[config.mk]
export PLATFORM = sky130hd
export DESIGN_NAME = priority_batch_scheduler_core
export DESIGN_NICKNAME = d
export VERILOG_FILES = /design/src/rtl/pbs_pkg.sv /design/src/rtl/priority_batch_scheduler_core.sv
export SDC_FILE = /design/constraint.sdc
export NUM_CORES = 1
export LEC_CHECK = 0
export BUFFER_PORTS_ARGS = -buffer_cell sky130_fd_sc_hd__buf_2
export CELL_PAD_IN_SITES_DETAIL_PLACEMENT = 0
export CELL_PAD_IN_SITES_GLOBAL_PLACEMENT = 1
export CORE_UTILIZATION = 48
export CTS_CLUSTER_DIAMETER = 60
export DETAILED_ROUTE_END_ITERATION = 10
export GPL_ROUTABILITY_DRIVEN = 0
export PLACE_DENSITY_LB_ADDON = 0.1
export SYNTH_ARGS = -nofsm -noshare
export SYNTH_HDL_FRONTEND = slang
export SYNTH_SLANG_ARGS = --single-unit
export TNS_END_PERCENT = 100
[constraint.sdc]
create_clock -name clk -period 4.8 [get_ports clk]
set_input_delay 0.96 -clock clk [delete_from_list [all_inputs] [get_ports clk]]
set_output_delay 0.96 -clock clk [all_outputs]
set_load 0.02 [all_outputs]
[src/rtl/pbs_pkg.sv]
// Package for the priority batch scheduler: field widths, defaults, FSM state type.
// No dependencies; used by rtl/priority_batch_scheduler_core.sv.
package pbs_pkg;

    localparam int MAX_PROCS_DEF = 16;

    localparam int ARR_W  = 16;
    localparam int BUR_W  = 16;
    localparam int PRI_W  = 8;
    localparam int NUM_W  = 5;
    localparam int TOUT_W = 21;
    localparam int SUM_W  = 25;

    // one job table row: arrival, burst, priority
    localparam int ROW_W = ARR_W + BUR_W + PRI_W;

    typedef enum logic [1:0] {
        ST_IDLE,
        ST_SCAN,
        ST_CALC,
        ST_EMIT
    } state_t;

endpackage

[src/rtl/priority_batch_scheduler_core.sv]
// Top level of the non-preemptive priority batch scheduler.
// Depends on rtl/pbs_pkg.sv (widths, state type).
//
//  channel   signals                                          handshake
//  --------  -----------------------------------------------  --------------------------
//  job in    arrival_time burst_time job_priority last_job    start & !busy
//  result    job_number start_time completion_time            result_valid, 1 cycle only
//            waiting_time turnaround_time total_waiting
//            total_turnaround overflow_flag final_result
//
// Loading: one job word per cycle while busy is low, written into the job table RAM.
// Scheduling, after the word with last_job: for each of the n jobs one full pass over
// the RAM (n reads, one per cycle, through the registered read port) finds the next job
// in run order, then ST_CALC computes its times and ST_EMIT emits the word.
// The single RAM read port is why each choice needs a full pass over the table.
// busy stays high from the last_job word until the cycle the final result appears.
// Reset clears all control state; the RAM needs no clearing, only loaded rows are read.
// The receiver cannot stall: each result is shown for exactly one cycle.
module priority_batch_scheduler_core #(
    parameter int MAX_PROCS = pbs_pkg::MAX_PROCS_DEF
) (
    input  logic                      clk,
    input  logic                      rst_n,
    input  logic                      start,
    output logic                      busy,
    input  logic [pbs_pkg::ARR_W-1:0] arrival_time,
    input  logic [pbs_pkg::BUR_W-1:0] burst_time,
    input  logic [pbs_pkg::PRI_W-1:0] job_priority,
    input  logic                      last_job,
    output logic                      result_valid,
    output logic [pbs_pkg::NUM_W-1:0] job_number,
    output logic [pbs_pkg::TOUT_W-1:0] start_time,
    output logic [pbs_pkg::TOUT_W-1:0] completion_time,
    output logic [pbs_pkg::TOUT_W-1:0] waiting_time,
    output logic [pbs_pkg::TOUT_W-1:0] turnaround_time,
    output logic [pbs_pkg::SUM_W-1:0] total_waiting,
    output logic [pbs_pkg::SUM_W-1:0] total_turnaround,
    output logic                      overflow_flag,
    output logic                      final_result
);

    // index into the table, and a count that can hold MAX_PROCS itself
    localparam int IW  = (MAX_PROCS > 1) ? $clog2(MAX_PROCS) : 1;
    localparam int CW  = $clog2(MAX_PROCS + 1);
    // time never exceeds max arrival plus all bursts: 65535 * (MAX_PROCS + 1)
    localparam int TW  = pbs_pkg::ARR_W + CW;
    localparam int EW  = (TW > pbs_pkg::SUM_W) ? TW : pbs_pkg::SUM_W;
    // sort key: arrival, then priority, then job index (unique per batch)
    localparam int KW  = pbs_pkg::ARR_W + pbs_pkg::PRI_W + IW;
    localparam int AW  = pbs_pkg::ARR_W;
    localparam int BW  = pbs_pkg::BUR_W;
    localparam int PW  = pbs_pkg::PRI_W;
    localparam int RW  = pbs_pkg::ROW_W;

    // ---------------------------------------------------------------- job table RAM
    // Writes happen only while idle, read data is used only while scanning, so the two never
    // touch the same row in overlapping cycles and no forwarding is needed.
    logic [RW-1:0] job_mem [MAX_PROCS];
    logic          mem_we;
    logic [IW-1:0] mem_wa;
    logic [RW-1:0] mem_wd;
    logic [IW-1:0] mem_ra;
    logic [RW-1:0] rd_data_reg;

    always_ff @(posedge clk)
    begin
        if (mem_we)
        begin
            job_mem[mem_wa] <= mem_wd;
        end
        rd_data_reg <= job_mem[mem_ra];
    end

    // ---------------------------------------------------------------- control state
    pbs_pkg::state_t state_reg, state_next;

    logic [CW-1:0] count_reg;      // jobs loaded this batch
    logic          drop_reg;       // a job was dropped this batch
    logic [CW-1:0] iss_cnt_reg;    // next row to read in the current pass
    logic          rd_valid_reg;   // rd_data_reg holds a row of this pass
    logic [IW-1:0] rd_idx_reg;     // which row rd_data_reg holds
    logic [CW-1:0] emit_cnt_reg;   // results chosen so far
    logic          have_best_reg;
    logic          have_last_reg;
    logic [KW-1:0] best_key_reg;
    logic [BW-1:0] best_burst_reg;
    logic [KW-1:0] last_key_reg;   // key of the job emitted previously

    // datapath
    logic [TW-1:0] cur_time_reg;
    logic [TW-1:0] start_reg;
    logic [TW-1:0] wait_reg;
    logic [BW-1:0] burst_reg;
    logic [IW-1:0] job_idx_reg;
    logic [pbs_pkg::SUM_W-1:0] wsum_reg;
    logic [pbs_pkg::SUM_W-1:0] tsum_reg;

    // output registers
    logic                         res_valid_reg;
    logic [pbs_pkg::NUM_W-1:0]    res_num_reg;
    logic [pbs_pkg::TOUT_W-1:0]   res_start_reg;
    logic [pbs_pkg::TOUT_W-1:0]   res_done_reg;
    logic [pbs_pkg::TOUT_W-1:0]   res_wait_reg;
    logic [pbs_pkg::TOUT_W-1:0]   res_tat_reg;
    logic [pbs_pkg::SUM_W-1:0]    res_twait_reg;
    logic [pbs_pkg::SUM_W-1:0]    res_ttat_reg;
    logic                         res_ovf_reg;
    logic                         res_final_reg;

    logic accept;
    logic issue;
    logic pass_end;
    logic last_emit;

    assign accept    = start && (state_reg == pbs_pkg::ST_IDLE);
    assign issue     = (state_reg == pbs_pkg::ST_SCAN) && (iss_cnt_reg < count_reg);
    assign pass_end  = (state_reg == pbs_pkg::ST_SCAN) && rd_valid_reg
                       && (CW'(rd_idx_reg) == (count_reg - CW'(1)));
    assign last_emit = (emit_cnt_reg == count_reg);

    // ---------------------------------------------------------------- scan compare
    // A row is eligible if its key lies above the key emitted last; the smallest
    // eligible key of the pass is the next job to run.
    logic [AW-1:0] rd_arr;
    logic [BW-1:0] rd_bur;
    logic [PW-1:0] rd_pri;
    logic [KW-1:0] rd_key;
    logic          take_row;

    assign rd_arr   = rd_data_reg[RW-1 -: AW];
    assign rd_bur   = rd_data_reg[PW +: BW];
    assign rd_pri   = rd_data_reg[PW-1:0];
    assign rd_key   = {rd_arr, rd_pri, rd_idx_reg};
    assign take_row = rd_valid_reg
                      && (!have_last_reg || (rd_key > last_key_reg))
                      && (!have_best_reg || (rd_key < best_key_reg));

    // ---------------------------------------------------------------- time math
    logic [TW-1:0] best_arr_ext;
    logic [TW-1:0] start_calc;
    logic [TW-1:0] done_calc;
    logic [TW-1:0] tat_calc;
    logic [EW-1:0] wait_ext;
    logic [EW-1:0] tat_ext;
    logic [pbs_pkg::SUM_W-1:0] wsum_new;
    logic [pbs_pkg::SUM_W-1:0] tsum_new;
    logic [IW:0]   job_num_calc;

    assign best_arr_ext = TW'(best_key_reg[KW-1 -: AW]);
    assign start_calc   = (cur_time_reg > best_arr_ext) ? cur_time_reg : best_arr_ext;
    assign done_calc    = start_reg + TW'(burst_reg);
    assign tat_calc     = wait_reg + TW'(burst_reg);
    assign wait_ext     = EW'(wait_reg);
    assign tat_ext      = EW'(tat_calc);
    assign wsum_new     = wsum_reg + wait_ext[pbs_pkg::SUM_W-1:0];
    assign tsum_new     = tsum_reg + tat_ext[pbs_pkg::SUM_W-1:0];
    assign job_num_calc = {1'b0, job_idx_reg} + (IW+1)'(1);

    // ---------------------------------------------------------------- RAM ports
    assign mem_we = accept && (count_reg < CW'(MAX_PROCS));
    assign mem_wa = count_reg[IW-1:0];
    assign mem_wd = {arrival_time, burst_time, job_priority};
    assign mem_ra = iss_cnt_reg[IW-1:0];

    // ---------------------------------------------------------------- next state
    always_comb
    begin
        state_next = state_reg;
        unique case (state_reg)
            pbs_pkg::ST_IDLE:
            begin
                if (accept && last_job)
                begin
                    state_next = pbs_pkg::ST_SCAN;
                end
            end
            pbs_pkg::ST_SCAN:
            begin
                if (pass_end)
                begin
                    state_next = pbs_pkg::ST_CALC;
                end
            end
            pbs_pkg::ST_CALC:
            begin
                state_next = pbs_pkg::ST_EMIT;
            end
            pbs_pkg::ST_EMIT:
            begin
                state_next = last_emit ? pbs_pkg::ST_IDLE : pbs_pkg::ST_SCAN;
            end
            default:
            begin
                state_next = pbs_pkg::ST_IDLE;
            end
        endcase
    end

    // ---------------------------------------------------------------- outputs
    always_comb
    begin
        busy             = (state_reg != pbs_pkg::ST_IDLE);
        result_valid     = res_valid_reg;
        job_number       = res_num_reg;
        start_time       = res_start_reg;
        completion_time  = res_done_reg;
        waiting_time     = res_wait_reg;
        turnaround_time  = res_tat_reg;
        total_waiting    = res_twait_reg;
        total_turnaround = res_ttat_reg;
        overflow_flag    = res_ovf_reg;
        final_result     = res_final_reg;
    end

    // ---------------------------------------------------------------- control regs
    always_ff @(posedge clk or negedge rst_n)
    begin
        if (!rst_n)
        begin
            state_reg     <= pbs_pkg::ST_IDLE;
            count_reg     <= '0;
            drop_reg      <= 1'b0;
            iss_cnt_reg   <= '0;
            rd_valid_reg  <= 1'b0;
            rd_idx_reg    <= '0;
            emit_cnt_reg  <= '0;
            have_best_reg <= 1'b0;
            have_last_reg <= 1'b0;
            cur_time_reg  <= '0;
            wsum_reg      <= '0;
            tsum_reg      <= '0;
            res_valid_reg <= 1'b0;
        end
        else
        begin
            state_reg     <= state_next;
            res_valid_reg <= (state_reg == pbs_pkg::ST_EMIT);

            // read pipeline: row index travels alongside the RAM latency
            rd_valid_reg <= issue;
            if (issue)
            begin
                rd_idx_reg  <= iss_cnt_reg[IW-1:0];
                iss_cnt_reg <= iss_cnt_reg + CW'(1);
            end

            if (take_row)
            begin
                have_best_reg <= 1'b1;
            end

            unique case (state_reg)
                pbs_pkg::ST_IDLE:
                begin
                    if (accept)
                    begin
                        if (count_reg < CW'(MAX_PROCS))
                        begin
                            count_reg <= count_reg + CW'(1);
                        end
                        else
                        begin
                            drop_reg <= 1'b1;
                        end
                    end
                    iss_cnt_reg   <= '0;
                    emit_cnt_reg  <= '0;
                    have_best_reg <= 1'b0;
                    have_last_reg <= 1'b0;
                end
                pbs_pkg::ST_SCAN:
                begin
                end
                pbs_pkg::ST_CALC:
                begin
                    have_last_reg <= 1'b1;
                    emit_cnt_reg  <= emit_cnt_reg + CW'(1);
                end
                pbs_pkg::ST_EMIT:
                begin
                    iss_cnt_reg   <= '0;
                    have_best_reg <= 1'b0;
                    if (last_emit)
                    begin
                        // batch done: back to empty
                        count_reg    <= '0;
                        drop_reg     <= 1'b0;
                        cur_time_reg <= '0;
                        wsum_reg     <= '0;
                        tsum_reg     <= '0;
                    end
                    else
                    begin
                        cur_time_reg <= done_calc;
                        wsum_reg     <= wsum_new;
                        tsum_reg     <= tsum_new;
                    end
                end
                default:
                begin
                end
            endcase
        end
    end

    // ---------------------------------------------------------------- payload regs
    always_ff @(posedge clk)
    begin
        if (take_row)
        begin
            best_key_reg   <= rd_key;
            best_burst_reg <= rd_bur;
        end

        if (state_reg == pbs_pkg::ST_CALC)
        begin
            last_key_reg <= best_key_reg;
            start_reg    <= start_calc;
            wait_reg     <= start_calc - best_arr_ext;
            burst_reg    <= best_burst_reg;
            job_idx_reg  <= best_key_reg[IW-1:0];
        end

        if (state_reg == pbs_pkg::ST_EMIT)
        begin
            res_num_reg   <= pbs_pkg::NUM_W'(job_num_calc);
            res_start_reg <= pbs_pkg::TOUT_W'(start_reg);
            res_done_reg  <= pbs_pkg::TOUT_W'(done_calc);
            res_wait_reg  <= pbs_pkg::TOUT_W'(wait_reg);
            res_tat_reg   <= pbs_pkg::TOUT_W'(tat_calc);
            res_twait_reg <= last_emit ? wsum_new : '0;
            res_ttat_reg  <= last_emit ? tsum_new : '0;
            res_ovf_reg   <= drop_reg;
            res_final_reg <= last_emit;
        end
    end

endmodule

==> results of run 1 <==
-- cells by family after synthesis --
kind of cell / count (synthesis)
flops: 1048
xor+xnor: 111
compound gates: 374
fa+ha+maj: 182
simple gates: 378
buf+inv: 193
mux: 223
-- routing by layer --
metal	track usage (%)	vias up
li1	-	10500
met1	30.2	12100
met2	39.7	617
met3	3.06	191
met4	7.24	0
met5	0	-
-- placed cells by master, fill, tap and decap left out, drive strengths merged, types with 6 or more instances in the layout --
cell type  count
a21o          50
a211oi         7
nor2b         17
nor3          26
or3            6
nand2         89
clkinv        39
ha           177
a21oi         87
mux4         200
inv          116
and3          12
nor2         117
a31oi          9
o21bai        10
mux2          19
nor4           6
nand3         37
o2bb2ai       33
and2          14
o21ai         66
a22o          21
buf          250
xor2          39
nand3b         6
nand2b        16
dfrtp         97
o31ai         13
xnor2         72
nand4         20
bufinv         7
o21a          20
o41ai          8
clkbuf       151
dfxtp         40
edfxtp       911
-- area by class of cell --
| type | instances | area (µm²) | share of cell area (%) |
|---|---|---|---|
| Tap cell | 1176 | 1470 | 2.93 |
| Timing Repair Buffer | 250 | 1480 | 2.94 |
| Sequential cell | 1048 | 30600 | 60.9 |
| Inverter | 106 | 398 | 0.792 |
| Clock buffer | 151 | 3070 | 6.11 |
| Clock inverter | 61 | 583 | 1.16 |
| Multi-Input combinational cell | 1268 | 12600 | 25.2 |
-- power breakdown --
group          switching (mW)  internal, mW  total, mW
Sequential                  0          9.86       9.86
Clock                    3.58          4.89       8.48
Combinational          0.0892        0.0148      0.104
-- through the flow --
| stage | worst slack (ps) | utilization (%) | hold WS [ps] |
|---|---|---|---|
| 6_report | 249 | 55.7 | 303 |
| 5_1_grt | -0.390 | 55.7 | 331 |
| 4_1_cts | 186 | 55.7 | 285 |
| 3_5_place_dp | 217 | 51.6 | 389 |
| 3_3_place_gp | 207 | 51.6 | 390 |
| 2_1_floorplan | 119 | - | 386 |
-- critical path: cells and delay by family, from the launching register on --
kind	cells	cell delay (ps)
mux	1	170
buf+inv	2	150
fa+ha+maj	3	820
flops	1	380
compound gates	12	2440
simple gates	2	280
xor+xnor	1	70
-- worst max-delay path by stage --
stage | start | to | cells past startpoint
floorplan | start | job_mem[3][0] | 4
global placement | best_key_reg[13] | wait_reg[16] | 21
detailed placement | best_key_reg[13] | wait_reg[16] | 21
CTS | cur_time_reg[19] | wait_reg[16] | 18
global route | wait_reg[9] | total_turnaround[22] | 17
finish | best_key_reg[13] | wait_reg[16] | 21
-- repair_timing --
item,CTS,global route
endpoints found under the hold margin,0,0
endpoints found under the setup margin,0,7
resized for setup,0,5
hold buffers,0,0
buffers inserted,0,2
==> results.py, run 1 <==
metrics = {
    "clock_tree": {
        "cts.clk_slew.worst_paths_ps": 60,
        "clkSinkCount": 1048,
        "cts_buffers": 112,
        "clock_path_buffers": 3,
        "insertion_delay_ps": 700,
        "cts_root_buffer": "clkbuf_16",
        "h-tree-depth": 3,
        "cts_tree": "done",
    },
    "yosys": {
        "yosys-top-cells-count": "edfxtp_1 (911), mux4_2 (200), ha_1 (177)",
        "async_reset_ff_share_pct": 9.26,
        "yosys.area_share.simple_pct": 4.11,
        "yosys_warnings": 0,
        "avgSynthCellArea_um2": 17.5,
        "synth_compound_area_share_pct": 5.97,
        "yosysTopAreaCell": "edfxtp_1",
        "yosysSeqAreaShare_pct": 69.8,
        "yosys-top-cells-area": "edfxtp_1 (62%), mux4_2 (10%), dfrtp_1 (5.5%)",
        "synth_mux_area_share_pct": 10.9,
        "yosysMostFrequentCell": "edfxtp_1",
        "synth_seq_cells": 1048,
        "ys_types": 74,
        "synth_top_area_share_pct": 62.5,
        "synthFlopType": "edfxtp_1",
        "synthXorXnorAreaFrac_pct": 2.22,
        "yosys.area_share.adder_pct": 5.29,
        "synth_fp_nets": 2735,
        "synthCells": 2509,
        "synth_edf_count": 911,
        "synth.cell_area_um2": 43800,
        "synth_top_family_by_area": "multiplexers",
    },
    "route": {
        "drt_iter0_drc": 1711,
        "wl_met1_mm": 44.4,
        "via_count": 23400,
        "final_antenna_net_count": 0,
        "post_drt_wl_per_cell_um": 25.9,
        "highest_layer": "met4",
        "finalWirelength_mm": 105,
        "met3_wirelength_mm": 4.37,
        "routed_via_density": 5.77,
        "drt_pre_antenna_iters": 5,
        "drc": 0,
        "wl_met2_mm": 53.3,
    },
    "timing": {
        "slew_viol_final": 0,
        "layout_min_cycle_time_ps": 4550,
        "worst_slew_pin_slew_ps": 1010,
        "finalHoldViolCount": 0,
        "tns_ps": 0,
        "slew-limit-headroom_pct": 32.4,
        "final-setup-viol-count": 0,
        "skew_ps": 50.9,
        "clock.fmax_mhz": 220,
        "period_share_pct": 94.8,
    },
    "global_routing": {
        "grt_pass1_vias": 24200,
        "antenna_found_initial": 14,
        "grt.overflow.total": 0,
        "grt_pass1_wl_mm": 157,
        "grt_max_degree": 167,
        "grt_usage_pct": 23.0,
    },
    "critical_path": {
        "crit_type": "register to register",
        "rr_startpoint": "best_key_reg[13]",
        "end_kind": "register",
        "critPathLaunchType": "register",
        "slowest_stage": "fa_1",
        "crit_top_cell": "o21a_1",
        "crit-reg2reg-capture": "wait_reg[16]",
        "crit_fanout": 4,
        "worstRegToRegCells": 21,
        "crit_chain": "inv_1, ha_1, nor2b_1, o21a_1, o21a_1, o21a_1, o21a_1, o31ai_1, a21oi_2, mux2i_1, ha_1, inv_1, fa_1, a211o_1, o211ai_1, a21oi_2, o31a_1, o211ai_1, a31o_2, nor2b_1, xor2_1",
        "reg2reg_slack_ps": 250,
        "crit_required_ps": 5240,
        "cpPeakStageDelay_ps": 390,
        "crit_arrival_ps": 4990,
    },
    "layout": {
        "stdcell_area_um2": 50200,
        "drive_above_1_share_pct": 23.9,
        "layout.cells.non_filler": 4060,
        "diodes": 0,
        "fillCellCount": 7008,
        "area_growth_syn_to_layout_pct": 14.7,
        "fin_nets": 3012,
        "largest_register_ffs": 640,
    },
    "placed_design": {
        "dp.cells": 3846,
        "io_buffers": 186,
        "dp_hpwl_mm": 65.8,
        "postPlaceCellArea_um2": 46500,
    },
    "floorplan": {
        "start_util_pct": 48.6,
        "io-pin-count": 187,
        "dieArea_um2": 92400,
        "die-width_um": 304,
        "coreArea_um2": 90100,
        "num_rows": 110,
        "die_h_um": 304,
    },
    "run": {
        "max-cap-violations": 0,
    },
    "worst_hold_path": {
        "hp-class": "input port to asynchronous set/reset pin",
    },
    "power": {
        "total_power_mw": 18.4,
        "power_leakage_nw": 17.8,
        "ir_drop_uv": 321,
        "powerDensity_nw_per_um2": 367,
    },
    "status": {
        "status": "finished, final reports clean",
    },
}
No activity file was read; power rests on OpenSTA's default activity.
==> inputs of run 2 (changes only) <==
--- a/config.mk
+++ b/config.mk
@@ -15,2 +15,4 @@
 export PLACE_DENSITY_LB_ADDON = 0.1
+export REMOVE_ABC_BUFFERS = 1
+export SLEW_MARGIN = 25
 export SYNTH_ARGS = -nofsm -noshare
--- a/constraint.sdc
+++ b/constraint.sdc
@@ -3,2 +3,2 @@
 set_output_delay 0.96 -clock clk [all_outputs]
-set_load 0.02 [all_outputs]
+set_load 0.1 [all_outputs]
==> results.py, run 2 (synthesized netlist as in run 1, its figures left out) <==
metrics = {
    "power": {
        "total_power_mw": 18.2,
        "power_leakage_nw": 17.8,
        "powerDensity_nw_per_um2": 363,
        "ir_drop_uv": 283,
    },
    "global_routing": {
        "antenna_found_initial": 7,
        "grt_usage_pct": 22.0,
        "grt_max_degree": 123,
        "grt.overflow.total": 0,
        "grt_use_met1_pct": 28.6,
        "grt_pass1_wl_mm": 152,
        "grt_busiest_layer": "met2",
        "grt_pass1_vias": 24400,
        "met2_usage_pct": 38.1,
        "use_met3_pct": 3.44,
    },
    "layout": {
        "drive_above_1_share_pct": 23.7,
        "layout.cells.non_filler": 4062,
        "area_growth_syn_to_layout_pct": 14.7,
        "fin_nets": 3017,
        "layout_commonest_cell": "edfxtp_1",
        "utilization_pct": 55.7,
        "diodes": 0,
        "largest_register_ffs": 640,
        "final_cell_mix": "edfxtp_1 (911), mux4_2 (200), buf_2 (185)",
        "fillCellCount": 7107,
    },
    "floorplan": {
        "num_rows": 110,
        "start_util_pct": 48.6,
        "io-pin-count": 187,
        "coreArea_um2": 90100,
        "dieArea_um2": 92400,
        "die-width_um": 304,
        "die_h_um": 304,
    },
    "placed_design": {
        "io_buffers": 186,
        "dp.cells": 3852,
        "dp_hpwl_mm": 62.4,
        "dp_worst_setup_slack_ps": 97.7,
    },
    "clock_tree": {
        "h-tree-depth": 3,
        "clkSinkCount": 1048,
        "cts_tree": "done",
        "cts_root_buffer": "clkbuf_16",
        "cts_hold_buffers": 0,
        "cts.clk_slew.worst_paths_ps": 60,
        "cts_buffers": 109,
        "clock_path_buffers": 3,
        "insertion_delay_ps": 700,
    },
    "timing": {
        "finalHoldViolCount": 0,
        "slew_viol_final": 0,
        "worst_slew_pin_slew_ps": 1090,
        "rsz0062_at_grt": "yes",
        "slew-limit-headroom_pct": 26.0,
        "layout_min_cycle_time_ps": 4570,
        "skew_ps": 32.6,
        "finalWorstSetupSlack_ps": 235,
        "period_share_pct": 95.1,
        "final-setup-viol-count": 0,
        "clock.fmax_mhz": 219,
    },
    "route": {
        "drt_pre_antenna_iters": 5,
        "routed_via_density": 5.73,
        "final_antenna_net_count": 0,
        "drt_iter0_drc": 1461,
        "drc": 0,
        "post_drt_wl_per_cell_um": 24.7,
        "via_count": 23300,
        "finalWirelength_mm": 100,
    },
    "critical_path": {
        "crit_fanout": 4,
        "crit_required_ps": 5220,
        "critPathLaunch": "best_key_reg[13]",
        "crit_arrival_ps": 4990,
        "crit_chain": "inv_1, ha_1, nor2b_1, o21a_1, o21a_1, o21a_1, o21a_1, o31ai_2, a21oi_2, buf_4, buf_4, mux2_2, ha_1, a211o_1, o211ai_1, a21oi_2, o31a_1, o211ai_1, a31o_2, nand3b_1, xnor2_1",
        "worstRegToRegCells": 21,
        "slowest_stage": "edfxtp_1",
        "critPathLaunchType": "register",
        "crit_type": "register to register",
        "crit-reg2reg-capture": "wait_reg[20]",
        "worst-path-stages": 21,
        "crit_end": "wait_reg[20]",
        "crit_top_cell": "o21a_1",
        "crit_buf_inv": 3,
        "reg2reg_slack_ps": 230,
        "cpLargestDelayFamily": "compound AO/OA/AOI/OAI gates",
        "end_kind": "register",
        "cpPeakStageDelay_ps": 380,
        "rr_startpoint": "best_key_reg[13]",
    },
    "status": {
        "status": "finished, final reports clean",
    },
    "worst_hold_path": {
        "hp-class": "input port to asynchronous set/reset pin",
    },
    "run": {
        "max-cap-violations": 0,
    },
}
==> run 2: power breakdown <==
group | switching, mW | internal (mW) | total (mW)
clock network | 3.51 | 4.73 | 8.24
logic | 0.0883 | 0.0149 | 0.103
registers | 0 | 9.86 | 9.86
==> run 2: what timing repair did <==
item,4_1_cts,5_1_grt
setup buffers,0,4
endpoints found under the setup margin,0,15
gates resized for setup,0,13
==> run 2: layout make-up <==
type / count / area, µm² / share of cell area, %
flip-flops and latches: 1048 / 30600 / 60.9
multi-input cells: 1268 / 12700 / 25.2
clock buffers: 144 / 2960 / 5.90
repair buffers: 258 / 1550 / 3.09
well taps: 1176 / 1470 / 2.93
clock inverters: 62 / 577 / 1.15
inverters: 106 / 398 / 0.792
==> run 2: per-stage QoR <==
stage / setup TNS (ps) / hold WS [ps] / cell area, µm²
after floorplan: -365090 / 386 / 43400
final: 0 / 314 / 50200
after detailed placement: 0 / 392 / 46600
after CTS: 0 / 345 / 50100
after global placement: 0 / 395 / 46600
after global routing: 0 / 337 / 50200
==> run 2: layer usage <==
layer	up-vias	part of all wire (%)
met1	12100	42
li1	10500	-
met3	165	4.2
met2	548	51
met5	-	0.064
met4	10	2.6
==> run 2: worst min-delay path by stage <==
stage                              end  slack [ps]  cells after the start            start
floorplan            best_burst_reg[0]         390                      0   rd_data_reg[8]
global placement     best_burst_reg[1]         390                      0   rd_data_reg[9]
detailed placement  best_burst_reg[13]         390                      0  rd_data_reg[21]
CTS                       result_valid         350                      2            rst_n
global route              result_valid         340                      2            rst_n
finish                    result_valid         310                      2            rst_n
==> inputs of run 3 (changes only) <==
Settings changed: RECOVER_POWER from default to 100.
==> results.py, run 3 (synthesized netlist as in run 1, its figures left out) <==
metrics = {
    "critical_path": {
        "worstRegToRegCells": 21,
        "cpPeakStageDelay_ps": 380,
        "critPathLaunch": "best_key_reg[13]",
        "rr_startpoint": "best_key_reg[13]",
        "crit_type": "register to register",
        "reg2reg_slack_ps": 240,
        "end_kind": "register",
        "cpLargestDelayFamily": "compound AO/OA/AOI/OAI gates",
        "slowest_stage": "edfxtp_1",
        "crit_arrival_ps": 4980,
        "crit_chain": "inv_1, ha_1, nor2b_1, o21a_1, o21a_1, o21a_1, o21a_1, o31ai_2, a21oi_2, buf_4, buf_4, mux2_2, ha_1, a211o_1, o211ai_1, a21oi_2, o31a_1, o211ai_1, a31o_2, nand3b_1, xnor2_1",
        "crit_fanout": 4,
        "crit_end": "wait_reg[20]",
        "critPathLaunchType": "register",
        "crit-reg2reg-capture": "wait_reg[20]",
        "crit_required_ps": 5230,
        "crit_buf_inv": 3,
        "worst-path-stages": 21,
        "crit_top_cell": "o21a_1",
    },
    "power": {
        "power_leakage_nw": 17.3,
        "ir_drop_uv": 282,
        "powerDensity_nw_per_um2": 365,
    },
    "timing": {
        "slew_viol_final": 298,
        "worst_slew_pin_slew_ps": 3000,
        "finalHoldViolCount": 0,
        "rsz0062_at_grt": "yes",
        "clock.fmax_mhz": 219,
        "period_share_pct": 95.0,
        "layout_min_cycle_time_ps": 4560,
        "skew_ps": 33.5,
        "tns_ps": 0,
        "holdWs_ps": 405,
        "slew-limit-headroom_pct": -100,
        "final-setup-viol-count": 0,
    },
    "clock_tree": {
        "h-tree-depth": 3,
        "cts_tree": "done",
        "clkSinkCount": 1048,
        "cts_buffers": 109,
        "cts_root_buffer": "clkbuf_16",
        "insertion_delay_ps": 700,
        "clock_path_buffers": 3,
        "cts.clk_slew.worst_paths_ps": 60,
    },
    "layout": {
        "layout_commonest_cell": "edfxtp_1",
        "final_cell_mix": "edfxtp_1 (911), clkbuf_1 (217), mux4_2 (200)",
        "stdcell_area_um2": 49900,
        "fillCellCount": 7171,
        "largest_register_ffs": 640,
        "fin_nets": 3017,
        "regArea_um2": 30600,
        "diodes": 0,
        "utilization_pct": 55.3,
        "area_growth_syn_to_layout_pct": 13.9,
        "drive_above_1_share_pct": 16.9,
        "multi_input_area_um2": 12600,
    },
    "floorplan": {
        "io-pin-count": 187,
        "coreArea_um2": 90100,
        "num_rows": 110,
        "die-width_um": 304,
        "die_h_um": 304,
        "start_util_pct": 48.6,
        "dieArea_um2": 92400,
    },
    "placed_design": {
        "postPlaceCellArea_um2": 46600,
        "io_buffers": 186,
        "dp_hpwl_mm": 62.4,
    },
    "global_routing": {
        "grt_usage_pct": 22.0,
        "grt_pass1_wl_mm": 152,
        "grt_max_degree": 123,
        "grt_pass1_vias": 24400,
        "grt.overflow.total": 0,
        "antenna_found_initial": 6,
    },
    "status": {
        "status": "finished with violations",
        "violations": "max-capacitance violations, max-slew violations",
    },
    "route": {
        "via_count": 23300,
        "drc": 0,
        "post_drt_wl_per_cell_um": 24.8,
        "drt_pre_antenna_iters": 5,
        "finalWirelength_mm": 101,
        "routed_via_density": 5.74,
        "final_antenna_net_count": 0,
        "drt_iter0_drc": 1486,
    },
    "worst_hold_path": {
        "hp-start": "rd_data_reg[21]",
        "hp-class": "register to register",
    },
    "run": {
        "max-cap-violations": 5,
    },
}
-- run 3: changes by cell type in the layout (fill, tap and decap cells not counted), sizes merged --
cell,before,now
buf,258,63
clkbuf,144,339
-- run 3: stage by stage --
stage               power (mW)  worst slack (ps)  cells
CTS                       18.4              81.5   4058
global placement          10.1               183   3852
floorplan                 10.1             -3790   2422
finish                    18.2               242   4062
global route              18.7              6.28   4062
detailed placement        10.2              97.7   3852
-- run 3: power breakdown --
part / leakage [nW] / internal, mW / switching (mW)
clock: 1.72 / 4.73 / 3.52
sequential: 9.80 / 9.86 / 0
combinational: 5.76 / 0.00807 / 0.0883
total: 17.3 / 14.6 / 3.61
-- run 3: what timing repair did --
action                     in CTS  in global routing
gates resized for setup         0                 13
hold buffers                    0                  0
setup endpoints to repair       0                 15
buffers inserted                0                  4
-- run 3: worst min-delay path by stage --
stage	slack, ps	end	cells after the start
global route	410	best_burst_reg[13]	0
detailed placement	390	best_burst_reg[13]	0
CTS	350	result_valid	2
finish	410	best_burst_reg[13]	0
floorplan	390	best_burst_reg[0]	0
global placement	390	best_burst_reg[1]	0
-- run 3: layer usage --
layer,vias to the layer above,global-route usage (%),share of wire [%]
li1,10500,-,-
met2,528,38.1,51
met1,12100,28.6,42
met3,171,3.44,4.0
met5,-,0,0.053
met4,8,6.74,2.7
-- run 3: cell type report --
| type | count | area share, % |
|---|---|---|
| Clock buffer | 144 | 5.94 |
| Tap cell | 1176 | 2.95 |
| Clock inverter | 62 | 1.16 |
| Sequential cell | 1048 | 61.3 |
| Multi-Input combinational cell | 1268 | 25.3 |
| Timing Repair Buffer | 258 | 2.55 |
| Inverter | 106 | 0.798 |
-- run 3: worst reg2reg max path, stage by stage (launching register included) --
cell and delay, ps:
edfxtp_1 380, inv_1 90, ha_1 230, nor2b_1 130, o21a_1 160, o21a_1 160
o21a_1 160, o21a_1 180, o31ai_2 260, a21oi_2 140, buf_4 160, buf_4 130
mux2_2 280, ha_1 290, a211o_1 260, o211ai_1 170, a21oi_2 120, o31a_1 320
o211ai_1 230, a31o_2 210, nand3b_1 90, xnor2_1 150
